`config.mk`:
```
export PLATFORM = sky130hd
export DESIGN_NAME = rmq_isqrt
export DESIGN_NICKNAME = d
export VERILOG_FILES = /design/src/rtl/rmq_pkg.sv /design/src/rtl/rmq_isqrt.sv
export SDC_FILE = /design/constraint.sdc
export NUM_CORES = 1
export LEC_CHECK = 0
export BUFFER_PORTS_ARGS = -buffer_cell sky130_fd_sc_hd__buf_4
export CORE_MARGIN = 2
export CORE_UTILIZATION = 55
export DETAILED_ROUTE_END_ITERATION = 6
export GPL_TIMING_DRIVEN = 0
export HOLD_SLACK_MARGIN = 0.06
export PLACE_DENSITY = 0.71
export SLEW_MARGIN = 20
export SYNTH_ARGS = -nofsm -noshare
export SYNTH_HDL_FRONTEND = slang
export SYNTH_SLANG_ARGS = --single-unit
```
`constraint.sdc`:
```
create_clock -name clk -period 3.21 [get_ports clk]
set_input_delay 0.1605 -clock clk [delete_from_list [all_inputs] [get_ports clk]]
set_output_delay 0.1605 -clock clk [all_outputs]
set_load 0.02 [all_outputs]
```
`src/rtl/rmq_pkg.sv`:
```
`default_nettype none
package rmq_pkg;

  localparam int DATA_W   = 16;
  localparam int ONE_Q14  = 16384;
  localparam int SQ_W     = 32;
  localparam int LEN_RW   = 24;
  localparam int COEF_QW  = 15;
  localparam int COEF_W   = 16;
  localparam int DIFF_W   = 17;
  localparam int TRACE_W  = 18;
  localparam int ROOT_RW  = 16;
  localparam int QUAT_QW  = 22;

  typedef logic [8:0][DATA_W-1:0] mat_t;

  typedef struct packed {
    logic signed [DATA_W-1:0] m_r0c0;
    logic signed [DATA_W-1:0] m_r0c1;
    logic signed [DATA_W-1:0] m_r0c2;
    logic signed [DATA_W-1:0] m_r1c0;
    logic signed [DATA_W-1:0] m_r1c1;
    logic signed [DATA_W-1:0] m_r1c2;
    logic signed [DATA_W-1:0] m_r2c0;
    logic signed [DATA_W-1:0] m_r2c1;
    logic signed [DATA_W-1:0] m_r2c2;
  } in_t;

  typedef struct packed {
    logic signed [DATA_W-1:0] quat_x;
    logic signed [DATA_W-1:0] quat_y;
    logic signed [DATA_W-1:0] quat_z;
    logic signed [DATA_W-1:0] quat_w;
    logic                     degenerate;
  } out_t;

  typedef struct packed {
    logic       trace_pos;
    logic       degen;
    logic [1:0] axis;
  } sel_t;

endpackage
`default_nettype wire

```
`src/rtl/rmq_isqrt.sv`:
```
`default_nettype none
module rmq_isqrt import rmq_pkg::*; #(
  parameter int RW = ROOT_RW
) (
  input  wire logic            clk,
  input  wire logic            en,
  input  wire logic [2*RW-1:0] rad,
  output logic      [RW-1:0]   root
);

  logic [2*RW-1:0] x_r    [RW-1];
  logic [RW+1:0]   rem_r  [RW-1];
  logic [RW-1:0]   root_r [RW];

  for (genvar k = 0; k < RW; k++) begin : g_stage
    logic [2*RW-1:0] x_in;
    logic [RW+1:0]   rem_in;
    logic [RW-1:0]   root_in;
    logic [RW+1:0]   acc;
    logic [RW+1:0]   trial;
    logic            ge;

    if (k == 0) begin : g_first
      assign x_in    = rad;
      assign rem_in  = '0;
      assign root_in = '0;
    end else begin : g_next
      assign x_in    = x_r[k-1];
      assign rem_in  = rem_r[k-1];
      assign root_in = root_r[k-1];
    end

    assign acc   = {rem_in[RW-1:0], x_in[2*RW-1 -: 2]};
    assign trial = {root_in, 2'b01};
    assign ge    = acc >= trial;

    always_ff @(posedge clk) begin
      if (en) begin
        root_r[k] <= {root_in[RW-2:0], ge};
      end
    end

    if (k < RW-1) begin : g_keep
      always_ff @(posedge clk) begin
        if (en) begin
          x_r[k]   <= x_in << 2;
          rem_r[k] <= ge ? acc - trial : acc;
        end
      end
    end
  end

  assign root = root_r[RW-1];

endmodule
`default_nettype wire

```
# After elaboration in Yosys (flattened, before gate mapping)

Memories as Yosys holds them, arrays and structs flattened.
Index checks and enable logic that the tools add are counted.

$add $sub $neg: 15
Order comparisons: 16
Muxes and demuxes: 17

Operators with widths:

| operator            | number |
|---|---|
| $ge 18x18->1        | 15 |
| $mux 18             | 15 |
| $sub 18x18->18      | 14 |
| $sub 2x1->3 const B | 1 |
| $ge 2x1->1 const B  | 1 |
| $mux 1              | 2 |

Register bits: 0
RAM bits: 976
Output and inout bits: 16
Logic and storage cells: 51
Memories: 3

Memory list:

| name   | words | bits a word | read ports | clocked after memory_dff | write ports | line            | RTL |
|---|---|---|---|---|---|---|---|
| x_r    | 15    | 30          | 15         | 0                        | 15          | rmq_isqrt.sv:11 | `logic [2*RW-1:0] x_r [RW-1];` |
| rem_r  | 15    | 18          | 15         | 0                        | 15          | rmq_isqrt.sv:12 | `logic [RW+1:0] rem_r [RW-1];` |
| root_r | 16    | 16          | 16         | 0                        | 16          | rmq_isqrt.sv:13 | `logic [RW-1:0] root_r [RW];` |

# Logic depth before layout (Yosys ltp)

An unclocked memory read counts as a cell.

Depth after elaboration: 3
Depth in mapped cells: 11
Mapped depth without buffers: 10

# Least setup slack after synthesis

OpenSTA, ideal clock, no wires.

Path kind: register to register
Start: mem rem_r[0][90] (netlist name)
End: mem rem_r[0][115] (netlist name), data pin
Arrival: 2.266 ns
Setup slack: 0.682 ns
Cell stages (with the launch flop): 10
Path buffers: 1
Period minus slack after synthesis: 2.528 ns
Cells stage by stage: edfxtp_1 -> ha_1 -> nor2b_1 -> o21a_1 -> o21ai_1 -> a31o_2 -> nor4b_4 -> inv_2 -> buf_4 -> mux2_1

RTL lines:

| what               | line |
|---|---|
| start: declaration | rmq_isqrt.sv:12 |

==> metrics.csv <==
metric,value,unit
place.gp.congestion,0.912,
wl_per_cell,15.9,µm
postSynthAreaPerCell,13.5,µm²
ios,50,
syn_inst,2030,
die_area,51800,µm²
viasPerCell,5.45,
skew,0.0249,ns
ys_seq_elements,600,
grt_max_degree,110,
yosysUniqueCellTypes,83,
synth.area.top_cells,"edfxtp_1, ha_1, xnor2_1",
yosys_warnings,0,
num-nets-final,2375,
clkTransAtPathRegs,0.06,ns
core_area,49200,µm²
dp_cells,2749,
cts_sinks,600,
overflow,0,
critPathCaptureType,flop,
yosysSeqAreaShare,65.6,%
worstSetupStartpointType,flop,
synth-edff-count,600,
worst_path_max_delay_cell,edfxtp_1,
synth_top_family_by_area,simple AND/OR/NAND/NOR gates,
synth_fp_nets,2216,
synthMostInstantiatedCell,edfxtp_1,
area_growth_syn_to_layout,13.9,%
max_cap_violations,0,
die_w,228,µm
antenna_found_initial,0,
diodes,0,
firstDrtPassIters,5,
rsz0062_at_grt,false,
hold_viol_final,0,
die_h,228,µm
clock_path_buffers,3,
arrival,3.35,ns
max_freq,334,MHz
synthXorXnorAreaFrac,5.32,%
total_leakage_power,12.1,nW
status,"complete, no violations",
grt_pass1_vias,15600,
setup_violations,0,
antenna_left,0,
vias,15800,
cts_buffers,61,
io_buffers,49,
grt_pass1_wl,74200,µm
dp_hpwl,31800,µm
synth_ff_type,edfxtp_1,
finalWirelength,46000,µm
slew_viol_final,0,
finalCritPeriodShare,93.2,%
cp_max_fo,10,
fin_crit,2.99,ns
criticalPathCategory,reg2reg,
finish.instance_area,31300,µm²
cp.required,3.56,ns
synth_top_cell_area_share,65.6,%
synthArstFlopShare,0,%
synthAdderAreaFrac,6.92,%
worstSkewPairLatency,0.63,ns
finalNonFillerCells,2902,
grt_usage,17.9,%
slew_headroom,53.8,%
synth_top_cell_by_area,edfxtp_1,
ys_top_cells_by_count,"edfxtp_1, inv_1, ha_1",
crit_top_cell,buf_2,
cts_tree,done,
start_util,55.9,%
yosys.area_share.simple,9.13,%
power_density,674,nW/µm²
drc,0,
synthMuxAreaShare,2.02,%
cpPeakStageDelay,0.40,ns
dpl_cell_area,28900,µm²
drtIter0Drc,1177,
drive_gt1_share,10.8,%
syn_area,27500,µm²
cts-root-buf,clkbuf_16,
min_path_type,in2reg,
nFillCells,3615,
htree_levels,2,
worst_slew_pin_slew,0.684,ns
row_count,81,
synth_compound_area_share,8.15,%
peakVddDrop,0.540,mV
crit_chain,ha_1 > nor2b_1 > nor3_1 > o31a_1 > o21bai_1 > a211oi_1 > buf_2 > buf_2 > o21ai_0,
fin_total_pwr,21.1,mW
==> logic make-up after synthesis <==
| logic type | Yosys count |
|---|---|
| adders and majority gates | 152 |
| other | 1 |
| DFF | 600 |
| xor gates and xnor gates | 167 |
| buffers and inverters | 201 |
| muxes | 49 |
| and+or+nand+nor | 496 |
| AOI/OAI and AO/OA | 364 |
==> worst max-delay path: cells and delay by family, from the launching register on <==
kind | cells | cell delay [ns]
DFF | 1 | 0.40
and+or+nand+nor | 2 | 0.33
adders and majority gates | 1 | 0.38
buffers and inverters | 2 | 0.64
AOI/OAI and AO/OA | 4 | 0.97
==> cell usage in the layout (no fill, tap or decap), types with 16 or more instances in the layout <==
master,instances
mux2_2,38
inv_1,174
nor2_1,143
xor2_1,83
clkbuf_16,62
nor2b_1,21
nor3_1,44
nand2_1,114
ha_1,152
xnor2_1,84
buf_4,57
clkinv_1,16
nand2b_1,26
o21ai_0,92
a21oi_1,130
nand3_1,32
dlygate4sd3_1,34
nor4_1,16
edfxtp_1,600
o21a_1,26
or3_1,17
a21o_1,22
==> worst paths after layout <==
kind | startpoint | to | depth (start not counted) | slack (ns)
setup reg to reg | rem_r[1][90]$_DFFE_PP_ | rem_r[1][118]$_DFFE_PP_ | 9 | 0.22
hold / removal | rad[28] | x_r[0][28]$_DFFE_PP_ | 2 | 0.25
setup / recovery | rem_r[1][90]$_DFFE_PP_ | rem_r[1][118]$_DFFE_PP_ | 9 | 0.22
hold reg to reg | x_r[1][57]$_DFFE_PP_ | x_r[1][89]$_DFFE_PP_ | 0 | 0.40
==> state kept, by name, summed over array words and instances (netlist names) <==
signal	count
rem_r	224
root_r	136
x_r	240
==> where the power goes <==
group          internal [mW]  switching (mW)
logic                   1.67            2.01
clock network           4.24            2.88
registers               9.81           0.478
==> through the flow <==
stage	util [%]	TNS [ns]	setup WS, ns	hold WS, ns
after floorplan	-	0	0.682	0.259
after global placement	58.3	-1557.52	-2.67	0.339
after detailed placement	58.7	0	0.0311	0.340
after CTS	63.5	0	0.0167	0.211
after global routing	63.7	0	0.0335	0.219
final	63.7	0	0.217	0.251
==> what timing repair did <==
item | in CTS | in global routing
gates resized for setup | 0 | 2
hold endpoints to repair | 100 | 0
setup endpoints to repair | 0 | 16
buffers inserted | 0 | 7
hold buffers | 34 | 0
==> area by class of cell <==
cell class              count  area [µm²]  share of cell area [%]
well taps                 664         831                    2.65
clock inverters            42         458                    1.46
clock buffers              70        1580                    5.05
repair buffers             96         933                    2.98
plain buffers              23         124                   0.396
multi-input cells        1229        8680                    27.7
flip-flops and latches    600       18000                    57.6
inverters                 178         668                    2.14
==> metal layers <==
layer / track usage (%) / up-vias / part of all wire, %
li1: - / 7808 / -
met1: 23.9 / 7565 / 44
met2: 29.7 / 364 / 48
met3: 3.96 / 81 / 5.8
met4: 5.27 / 0 / 2.3
met5: 0 / - / 0
No activity file was read; power rests on OpenSTA's default activity.
