===== config.mk =====
export PLATFORM = sky130hd
export DESIGN_NAME = rmq_div
export DESIGN_NICKNAME = d
export VERILOG_FILES = /design/src/rtl/rmq_pkg.sv /design/src/rtl/rmq_div.sv
export SDC_FILE = /design/constraint.sdc
export NUM_CORES = 2
export LEC_CHECK = 0
export ABC_CLOCK_PERIOD_IN_PS = 8830
export BUFFER_PORTS_ARGS = -buffer_cell sky130_fd_sc_hd__buf_4
export CORE_MARGIN = 2
export CORE_UTILIZATION = 55
export CTS_CLUSTER_SIZE = 20
export DETAILED_ROUTE_END_ITERATION = 12
export GPL_ROUTABILITY_DRIVEN = 1
export PLACE_DENSITY = 0.83
export SYNTH_ARGS = -nofsm -noshare
export SYNTH_HDL_FRONTEND = slang
export SYNTH_SLANG_ARGS = --single-unit
export TNS_END_PERCENT = 1

===== constraint.sdc =====
create_clock -name clk -period 8.83 [get_ports clk]
set_input_delay 0 -clock clk [delete_from_list [all_inputs] [get_ports clk]]
set_output_delay 0 -clock clk [all_outputs]
set_load 0.02 [all_outputs]

===== src/rtl/rmq_pkg.sv =====
`default_nettype none
package rmq_pkg;

  localparam int DATA_W   = 16;
  localparam int ONE_Q14  = 16384;
  localparam int SQ_W     = 32;
  localparam int LEN_RW   = 24;
  localparam int COEF_QW  = 15;
  localparam int COEF_W   = 16;
  localparam int DIFF_W   = 17;
  localparam int TRACE_W  = 18;
  localparam int ROOT_RW  = 16;
  localparam int QUAT_QW  = 22;

  typedef logic [8:0][DATA_W-1:0] mat_t;

  typedef struct packed {
    logic signed [DATA_W-1:0] m_r0c0;
    logic signed [DATA_W-1:0] m_r0c1;
    logic signed [DATA_W-1:0] m_r0c2;
    logic signed [DATA_W-1:0] m_r1c0;
    logic signed [DATA_W-1:0] m_r1c1;
    logic signed [DATA_W-1:0] m_r1c2;
    logic signed [DATA_W-1:0] m_r2c0;
    logic signed [DATA_W-1:0] m_r2c1;
    logic signed [DATA_W-1:0] m_r2c2;
  } in_t;

  typedef struct packed {
    logic signed [DATA_W-1:0] quat_x;
    logic signed [DATA_W-1:0] quat_y;
    logic signed [DATA_W-1:0] quat_z;
    logic signed [DATA_W-1:0] quat_w;
    logic                     degenerate;
  } out_t;

  typedef struct packed {
    logic       trace_pos;
    logic       degen;
    logic [1:0] axis;
  } sel_t;

endpackage
`default_nettype wire


===== src/rtl/rmq_div.sv =====
`default_nettype none
module rmq_div import rmq_pkg::*; #(
  parameter int NW = 30,
  parameter int DW = 17,
  parameter int QW = QUAT_QW
) (
  input  wire logic          clk,
  input  wire logic          en,
  input  wire logic [NW-1:0] num,
  input  wire logic [DW-1:0] den,
  output logic      [QW-1:0] quo
);

  localparam int W = (NW > DW + QW) ? NW : DW + QW;

  logic [W-1:0]  rem_r [QW-1];
  logic [DW-1:0] den_r [QW-1];
  logic [QW-1:0] q_r   [QW];

  for (genvar k = 0; k < QW; k++) begin : g_stage
    logic [W-1:0]  rem_in;
    logic [DW-1:0] den_in;
    logic [QW-1:0] q_in;
    logic [W-1:0]  shifted;
    logic          ge;
    logic [QW-1:0] q_nxt;

    if (k == 0) begin : g_first
      assign rem_in = W'(num);
      assign den_in = den;
      assign q_in   = '0;
    end else begin : g_next
      assign rem_in = rem_r[k-1];
      assign den_in = den_r[k-1];
      assign q_in   = q_r[k-1];
    end

    assign shifted = W'(den_in) << (QW-1-k);
    assign ge      = rem_in >= shifted;

    always_comb begin
      q_nxt            = q_in;
      q_nxt[QW-1-k]    = ge;
    end

    always_ff @(posedge clk) begin
      if (en) begin
        q_r[k] <= q_nxt;
      end
    end

    if (k < QW-1) begin : g_keep
      always_ff @(posedge clk) begin
        if (en) begin
          rem_r[k] <= ge ? rem_in - shifted : rem_in;
          den_r[k] <= den_in;
        end
      end
    end
  end

  assign quo = q_r[QW-1];

endmodule
`default_nettype wire


# After elaboration in Yosys (flattened, before gate mapping)
# Memories as Yosys holds them, arrays and structs flattened.
# Index checks and enable logic that the tools add are counted.
[word_totals]
ramBits = 1660
n_memories = 3
inputBits = 49
elab_cells = 69
ff_bits = 0
[mem_list]
columns = ["name", "depth", "width", "rd", "rd_clocked_by_memory_dff", "write_ports", "line", "source"]
rows = [
  ["rem_r", 21, 39, 21, 0, 21, "rmq_div.sv:16", "logic [W-1:0] rem_r [QW-1];"],
  ["q_r", 22, 22, 22, 0, 22, "rmq_div.sv:18", "logic [QW-1:0] q_r [QW];"],
  ["den_r", 21, 17, 21, 0, 21, "rmq_div.sv:17", "logic [DW-1:0] den_r [QW-1];"],
]
[op_classes]
order_cmp = 22
addsub = 21
muxes = 23
[ops]
columns = ["op", "count"]
rows = [
  ["39-bit 2-to-1 mux", 21],
  ["39-bit by 17-bit greater-or-equal comparator with 1-bit output", 1],
  ["39-bit by 18-bit greater-or-equal comparator with 1-bit output", 1],
  ["39-bit by 19-bit greater-or-equal comparator with 1-bit output", 1],
  ["39-bit by 20-bit greater-or-equal comparator with 1-bit output", 1],
  ["39-bit by 21-bit greater-or-equal comparator with 1-bit output", 1],
  ["39-bit by 22-bit greater-or-equal comparator with 1-bit output", 1],
  ["39-bit by 23-bit greater-or-equal comparator with 1-bit output", 1],
  ["39-bit by 24-bit greater-or-equal comparator with 1-bit output", 1],
  ["39-bit by 25-bit greater-or-equal comparator with 1-bit output", 1],
  ["39-bit by 26-bit greater-or-equal comparator with 1-bit output", 1],
  ["39-bit by 27-bit greater-or-equal comparator with 1-bit output", 1],
  ["39-bit by 28-bit greater-or-equal comparator with 1-bit output", 1],
  ["39-bit by 29-bit greater-or-equal comparator with 1-bit output", 1],
  ["39-bit by 30-bit greater-or-equal comparator with 1-bit output", 1],
  ["39-bit by 31-bit greater-or-equal comparator with 1-bit output", 1],
  ["39-bit by 32-bit greater-or-equal comparator with 1-bit output", 1],
  ["39-bit by 33-bit greater-or-equal comparator with 1-bit output", 1],
  ["39-bit by 34-bit greater-or-equal comparator with 1-bit output", 1],
  ["39-bit by 35-bit greater-or-equal comparator with 1-bit output", 1],
  ["39-bit by 36-bit greater-or-equal comparator with 1-bit output", 1],
  ["39-bit by 37-bit greater-or-equal comparator with 1-bit output", 1],
  ["30-bit by 38-bit subtractor with 39-bit output", 1],
  ["39-bit by 18-bit subtractor with 39-bit output", 1],
  ["other kinds (21)", 22],
]

# Logic depth before layout (Yosys ltp)
# An unclocked memory read counts as a cell.
[logic_depth]
word_depth = 3
ltp_mapped = 14
depth_no_buf = 13

# Worst setup path after synthesis
# No wires, ideal clock.
[synth_path]
kind = "reg-to-reg"
from = "memory rem_r[17][3] (netlist name)"
to = "memory rem_r[18][25] (netlist name), data pin"
path_stages_with_launch = 13
setup_ps = 258
arrival_ps = 3150
setup_slack_ps = 5422
cell_sequence = "edfxtp_1 inv_1 ha_1 inv_1 fa_1 a21o_1 a21o_1 a2111oi_0 o2111ai_1 a31oi_1 o21ai_1 or3b_2 xnor2_1"
[synth_rtl]
columns = ["item", "line"]
rows = [
  ["from (decl)", "rmq_div.sv:16"],
]

==> results.py <==
metrics = {
    "logic_synthesis": {
        "yosys-top-cells-area": "edfxtp_1, ha_1, xnor2_1",
        "syn_avg_cell_area_um2": 12.4,
        "netlist_instances": 5733,
        "yosys_warnings": 0,
        "ys_seq_elements": 1429,
        "synthMuxAreaShare_pct": 1.40,
        "synth_top_area_cell": "edfxtp_1",
        "yosys.area_share.simple_pct": 11.5,
        "synth-edff-count": 1429,
        "syn-cell-area_mm2": 0.0709,
        "synth.net_count": 6169,
        "ys.flop_type": "edfxtp_1",
        "synthXorXnorAreaFrac_pct": 5.84,
        "synth_top_area_share_pct": 60.5,
        "ys_types": 94,
        "ys_seq_area_share_pct": 60.5,
        "synthArstFlopShare_pct": 0,
        "synth_top_family_by_area": "simple AND/OR/NAND/NOR gates",
        "synthAdderAreaFrac_pct": 7.05,
        "synth_compound_area_share_pct": 10.5,
    },
    "timing": {
        "slew_headroom_pct": 14.7,
        "fin_crit_sh_pct": 49.8,
        "fin_ws_ps": 4430,
        "period_minus_slack_ps": 4400,
        "setup_tns_ps": 0,
        "setup_viol": 0,
        "rsz0062_at_grt": "false",
        "maxSlewViolCount": 0,
        "worst_pin_slew_ps": 1260,
        "hold_viol_final": 0,
        "fin_worst_skew_ps": 51.8,
        "clock.fmax_mhz": 227,
    },
    "floorplanning": {
        "fp.dieW_um": 363,
        "core_area_mm2": 0.128,
        "die_h_um": 363,
        "fp-row-count": 131,
        "dieArea_mm2": 0.132,
        "initial_core_util_pct": 55.5,
        "io_pins": 71,
    },
    "placement": {
        "placed_area_mm2": 0.0735,
        "dpl.cell_count": 7400,
        "io_buffers": 70,
        "gp_congestion": 0.944,
        "dp_slack_ps": 4400,
        "hpwl_um": 111000,
    },
    "routing": {
        "wl_met1_um": 60700,
        "routed_wl_um": 160000,
        "wire_per_inst_um": 20.6,
        "drt_first_pass_iters": 6,
        "vias": 46616,
        "viasPerCell": 6.01,
        "route.met3.wl_um": 8540,
        "maxUsedRoutingLayer": "met4",
        "ant_nets": 0,
        "drcViolationCount": 0,
        "drt_iter0_markers": 4334,
        "wl_met2_um": 81300,
    },
    "layout": {
        "fin_area_mm2": 0.0792,
        "drive_gt1_share_pct": 7.92,
        "final_cell_count_no_fill": 7759,
        "nets": 6417,
        "area_growth_pct": 11.7,
        "antenna_cells": 0,
    },
    "critical_path": {
        "cp_cell_sequence": "inv_1 -> ha_1 -> inv_1 -> fa_1 -> a21o_1 -> a21o_1 -> a2111oi_0 -> o21ai_0 -> nand3b_1 -> and2_1 -> clkinv_1 -> o211a_1 -> a211oi_1",
        "worstPathArrival_ps": 5000,
        "crit_fanout": 27,
        "cp.required_ps": 9430,
        "cp_slowest_stage_delay_ps": 990,
        "critPathLaunchType": "register",
        "slowest_stage": "a2111oi_0",
        "crit_family": "compound AO/OA/AOI/OAI gates",
        "path_buf_inv": 3,
        "path_class": "reg2reg",
        "cp-end-kind": "register",
    },
    "power_and_ir_drop": {
        "power_leakage_nw": 30.0,
        "clkPwrFrac_pct": 26.5,
        "swShare_pct": 32.9,
        "powerDensity_mw_per_mm2": 294,
        "power.share.sequential_pct": 43.1,
        "p_int_w": 0.0156,
        "p_sw_w": 0.00767,
        "vdd_ir_drop_max_v": 0.000343,
        "comb_power_share_pct": 30.4,
    },
    "clock_network": {
        "htree_num_levels": 4,
        "cts_tree": "built",
        "clkLatencyLatePin_ps": 810,
        "clockRootBuffer": "clkbuf_16",
        "cts_setup_buffers": 0,
        "clock_sinks": 1429,
        "clockBufferDepth": 3,
        "cts_inserted_buffers": 148,
        "clkTransAtPathRegs_ps": 60,
    },
    "hold_path": {
        "hp-class": "in2reg",
    },
    "global_route": {
        "grt_pass1_vias": 46438,
        "grt_overflow": 0,
        "antenna_found_initial": 3,
        "grt_pass1_wl_um": 249000,
        "grtUsageTotal_pct": 24.0,
        "grt_max_degree": 173,
    },
    "status": {
        "outcome": "complete, no violations",
    },
    "job": {
        "cap_violations": 0,
    },
}
## worst paths after layout
check                           depth (start not counted)          from  slack [ps]             to
worst max register to register                         13  rem_r[17][3]        4430  rem_r[18][14]
worst min-delay path                                    3       num[27]         110   rem_r[0][27]
worst max-delay path                                   13  rem_r[17][3]        4430  rem_r[18][14]
worst min register to register                          0    q_r[3][61]         410     q_r[3][83]
## sequential cells by signal, indices dropped and copies added (netlist names)
register and flops:
q_r 253, den_r 357, rem_r 819
## per-stage QoR
stage | power, W | hold slack, ps | utilization, %
floorplan | 0.0150 | 98.9 | -
global placement | 0.0167 | 186 | 57.5
detailed placement | 0.0170 | 188 | 57.5
CTS | 0.0232 | 25.5 | 62.0
global route | 0.0245 | 83.3 | 62.0
finish | 0.0233 | 108 | 62.0
## power groups by stage
stage / registers (W) / logic, W / clock network, W
after floorplan: 0.00974 / 0.00529 / 0
after global placement: 0.0101 / 0.00661 / 0
after detailed placement: 0.0101 / 0.00686 / 0
after CTS: 0.0100 / 0.00697 / 0.00625
after global routing: 0.0101 / 0.00782 / 0.00652
final: 0.0100 / 0.00709 / 0.00618
## layout make-up
type / count / area [µm²]
repair buffers: 193 / 1760
fillers: 9312 / 48600
flip-flops and latches: 1429 / 42900
well taps: 1662 / 2080
multi-input cells: 3717 / 25800
clock buffers: 172 / 3840
inverters: 492 / 1850
clock inverters: 94 / 962
## per-layer routing
metal | track usage [%] | vias to the layer above
met2 | 43.1 | 1844
li1 | - | 21843
met4 | 13.1 | 0
met1 | 27.4 | 22397
met5 | 0 | -
met3 | 3.68 | 532
## kinds of logic after synthesis
family	Yosys count
and+or+nand+nor	1586
muxes	89
adders and majority gates	387
buffers and inverters	587
AOI/OAI and AO/OA	1182
DFF	1429
xor gates and xnor gates	473
## repair_timing
item	CTS	global route
endpoints found under the hold margin	212	0
resized for setup	0	0
hold buffers	92	0
## synth_stat cells, drive strengths merged, types with 10 or more instances
cell type	count
nor4	105
nor3b	23
o211ai	26
nand3	87
o21ai	275
ha	366
nand4	63
xnor2	245
o21a	69
nand2b	62
nand2	349
a2111oi	10
a21oi	364
mux2	83
nand3b	12
a21boi	21
clkbuf	77
or3	68
nor3	146
nor2b	62
a211oi	38
and2	25
nor2	388
or4	47
nand4b	24
a31o	16
a21o	138
fa	21
or2	26
and4	12
o31ai	37
inv	490
buf	18
o31a	12
nor4b	26
xor2	228
o2111ai	12
and3	34
a31oi	39
o21bai	35
edfxtp	1429
## worst register-to-register path: cells and delay by family (launching register included)
kind | cells | cell delay, ps
and+or+nand+nor | 2 | 330
buffers and inverters | 3 | 740
AOI/OAI and AO/OA | 6 | 2220
DFF | 1 | 380
adders and majority gates | 2 | 550
## placed cells by master (no fill, tap or decap), types with 145 or more instances in the layout
cell / n
nand2_1: 348
nor2_1: 387
o21ai_0: 271
a21oi_1: 361
edfxtp_1: 1429
xnor2_1: 245
nor3_1: 145
xor2_1: 228
clkbuf_16: 150
ha_1: 366
inv_1: 487
(Power assumes the default switching activity.)
